`config.mk`:
```
export PLATFORM = sky130hd
export DESIGN_NAME = lzrd_out_fifo
export DESIGN_NICKNAME = d
export VERILOG_FILES = /design/src/sv/lzrd_pkg.sv /design/src/sv/lzrd_out_fifo.sv
export SDC_FILE = /design/constraint.sdc
export NUM_CORES = 1
export LEC_CHECK = 0
export ABC_AREA = 1
export BUFFER_PORTS_ARGS = -buffer_cell sky130_fd_sc_hd__buf_4
export CAP_MARGIN = 20
export CORE_MARGIN = 1
export CORE_UTILIZATION = 50
export CTS_CLUSTER_DIAMETER = 50
export DETAILED_ROUTE_END_ITERATION = 6
export GPL_ROUTABILITY_DRIVEN = 0
export PLACE_DENSITY_LB_ADDON = 0.3
export SLEW_MARGIN = 20
export SYNTH_ARGS = -nofsm -noshare
export SYNTH_HDL_FRONTEND = slang
export SYNTH_SLANG_ARGS = --single-unit
```
`constraint.sdc`:
```
create_clock -name clk -period 1.62 [get_ports clk]
set_input_delay 0 -clock clk [delete_from_list [all_inputs] [get_ports clk]]
set_output_delay 0 -clock clk [all_outputs]
set_load 0.01 [all_outputs]
```
`src/sv/lzrd_pkg.sv`:
```
// Shared types and defaults for the LZ/RLE byte decompressor.
package lzrd_pkg;

  localparam int DEF_WINDOW_DEPTH = 2048;

  // One result transaction as it leaves the decoder.
  typedef struct packed {
    logic       out_valid;
    logic [7:0] out_byte;
    logic       wants_byte;
    logic [1:0] status;
  } result_t;

endpackage

```
`src/sv/lzrd_out_fifo.sv`:
```
// Two-entry result queue between the decoder and the master stream port.
module lzrd_out_fifo (
  input  logic              clk,
  input  logic              rst,
  input  logic              push,
  input  lzrd_pkg::result_t push_data,
  output logic              space,
  output logic              m_tvalid,
  input  logic              m_tready,
  output lzrd_pkg::result_t pop_data
);
  import lzrd_pkg::*;

  result_t    entries [2];
  logic       wr_ptr;
  logic       rd_ptr;
  logic [1:0] count;
  logic       pop;

  assign pop      = m_tvalid && m_tready;
  assign m_tvalid = (count != 2'd0);
  assign space    = (count != 2'd2);
  assign pop_data = entries[rd_ptr];

  always_ff @(posedge clk) begin
    if (push) begin
      entries[wr_ptr] <= push_data;
    end
  end

  always_ff @(posedge clk) begin
    if (rst) begin
      wr_ptr <= 1'b0;
      rd_ptr <= 1'b0;
      count  <= 2'd0;
    end else begin
      if (push) begin
        wr_ptr <= ~wr_ptr;
      end
      if (pop) begin
        rd_ptr <= ~rd_ptr;
      end
      count <= count + {1'b0, push} - {1'b0, pop};
    end
  end

endmodule

```
==> impl_metrics.py <==
metrics = {
    "setup_path": {
        "arrival_ns": 1.68,
        "slowest_stage": "dfxtp_1",
        "cp_slowest_stage_delay_ns": 0.38,
        "crit_type": "reg2reg",
        "critPathMostFrequentCell": "nor2_1",
        "cp-start-kind": "flop",
        "required_ns": 1.85,
        "end_kind": "flop",
        "crit_chain": "nor2_1, nor2_1, ha_1, inv_1, ha_1, inv_1, nand2_1, nand3_1, nand2_1, nor2_1",
        "crit_fanout": 4,
    },
    "grt": {
        "grt_max_degree": 14,
        "grt_pass1_vias": 790,
        "antenna_found_initial": 0,
        "overflow": 0,
        "grt_first_pass_wirelength_um": 3298,
        "grt_use_total": 0.1936,
    },
    "logic_synthesis": {
        "ys_seq_area_frac": 0.7177,
        "ys_seq_elements": 29,
        "yosysWarnings": 0,
        "syn_avg_cell_area_um2": 15.67,
        "netlist_area_um2": 1144,
        "yosysTopAreaCellShare": 0.6302,
        "syn_inst": 73,
        "synthDistinctLibCells": 12,
        "synth_area_leader_cell": "edfxtp_1",
        "synthTopCellsByArea": "edfxtp_1 63%, mux2_4 13%, dfxtp_1 8.8%",
        "synth_nets": 91,
    },
    "floorplanning": {
        "initial_core_util": 0.5546,
        "core-area_um2": 2062,
        "fp.dieH_um": 49.83,
        "die_area_um2": 2483,
        "fp.dieW_um": 49.83,
        "rows": 16,
        "num_io_pins": 30,
    },
    "timing": {
        "tns_ns": 0,
        "tightest_slew_ns": 0.5042,
        "slew_headroom": 0.6635,
        "finClkSkew_ns": 0.009897,
        "hold_violations": 0,
        "setup_viol": 0,
        "max_freq_mhz": 689.2,
        "maxSlewViolCount": 0,
        "timing.final.crit_share": 0.8957,
        "rsz0062_at_grt": "no",
        "worst_hold_slack_ns": 0.3916,
        "fin_crit_ns": 1.451,
    },
    "clocking": {
        "tritoncts": "built",
        "cts_num_sinks": 29,
        "clk_pin_slew_ns": 0.09,
        "cts_buffers": 5,
        "clk_root_buffer_cell": "clkbuf_4",
        "htreeDepth": 2,
        "postCtsSetupRepairBufs": 0,
        "insertion_delay_ns": 0.32,
        "cts_buffer_depth": 2,
    },
    "detailed_routing": {
        "ant_nets": 0,
        "dr.pass1.iters": 4,
        "num_vias": 722,
        "drcViolationCount": 0,
        "wl_per_cell_um": 12.48,
        "first_iter_violations": 20,
        "wirelength_um": 1909,
        "vias_per_cell": 4.719,
    },
    "place": {
        "placed_area_um2": 1399,
        "hpwlAfterDp_um": 1220,
        "port_buffers": 29,
        "dp_cells": 130,
    },
    "layout": {
        "multi_input_area_um2": 277.8,
        "drive_gt1_frac": 0.4048,
        "design_area_um2": 1635,
        "nFillCells": 119,
        "final_util": 0.7931,
        "n_antenna_cell": 0,
        "finalNonFillerCells": 153,
        "area_growth_pct": 43.00,
        "final_nets": 143,
        "register_area_um2": 822.0,
    },
    "pwr": {
        "leakage_uw": 0.0007053,
        "ir_drop_uv": 957.6,
        "power_density_nw_per_um2": 1306,
    },
    "flow_run": {
        "cap_viol_max_count": 0,
    },
    "min_path": {
        "hp-class": "in2reg",
    },
    "run_status": {
        "status": "complete, no violations",
    },
}
-- placed cells by master (no fill, tap or decap), types with 2 or more instances in the layout --
cell type       n
buf_4          31
clkbuf_4        5
dfxtp_1         4
dlygate4sd3_1  15
edfxtp_1       24
ha_1            2
inv_1           9
mux2_2          2
mux2_4         10
nand2_1         7
nand3_1         2
nor2_1          9
-- critical path: cells and delay by family (launching register included) --
family                   cells  cell delay (ns)
adder cells (fa/ha/maj)      2             0.41
buffers and inverters        2             0.11
flip-flops                   1             0.38
AND/OR/NAND/NOR              6             0.45
-- final timing paths --
kind                             from             endpoint  slack [ns]  depth (start not counted)
setup / recovery  count[1]$_SDFF_PP0_  count[1]$_SDFF_PP0_        0.17                         10
hold reg to reg   rd_ptr$_SDFFE_PP0P_                 flop        0.52                          2
hold / removal                    rst  count[0]$_SDFF_PP0_        0.39                          3
setup reg to reg  count[1]$_SDFF_PP0_  count[1]$_SDFF_PP0_        0.17                         10
-- per-layer routing --
layer	global-route usage	part of all wire	vias up
li1	-	-	355
met1	0.1862	0.37	337
met2	0.3491	0.56	24
met3	0.08642	0.056	6
met4	0.08571	0.017	0
met5	0	0	-
-- area by class of cell --
type	count	share of cell area
clock inverter	1	0.01836
sequential	29	0.5027
inverter	9	0.02066
clock buffer	7	0.03366
timing repair buffer	46	0.2341
tap	27	0.02066
multi-input combinational	34	0.1699
-- power by group --
group          switching, uW  internal, uW  leakage, uW
logic                    265           332     0.000393
registers               49.3           885     0.000267
clock network            235           368    0.0000455
-- Yosys cell counts --
cell,number
nor3_1,1
mux2_2,2
nand3_1,2
dfxtp_1,5
buf_6,1
nand2_1,7
edfxtp_1,24
nor2_1,9
mux2_4,10
a21oi_1,1
inv_1,9
ha_1,2
-- repair_timing --
| action | CTS | global route |
|---|---|---|
| endpoints found under the setup margin | 0 | 7 |
| hold buffers | 15 | 0 |
| hold endpoints to repair | 29 | 0 |
| resized for setup | 0 | 1 |
-- logic make-up after synthesis --
logic type	count (synthesis)	share of synthesized area
flip-flops	29	0.7177
AND/OR/NAND/NOR	19	0.06564
multiplexers	12	0.1510
buffers and inverters	10	0.03938
adder cells (fa/ha/maj)	2	0.02188
AO/OA/AOI/OAI	1	0.004372
-- stage by stage --
step / power, uW / setup slack [ns]
after CTS: 2139 / 0.02620
after detailed placement: 1513 / 0.2078
after global placement: 1487 / 0.3194
after global routing: 2260 / 0.03716
final: 2135 / 0.1690
after floorplan: 1297 / 0.3452
-- flip-flops by register name (all words and copies together) (netlist names), named ones only --
register / cells
wr_ptr: 1
rd_ptr: 1
count: 2
entries: 24
Note: power is estimated with default switching activity, not from simulation.
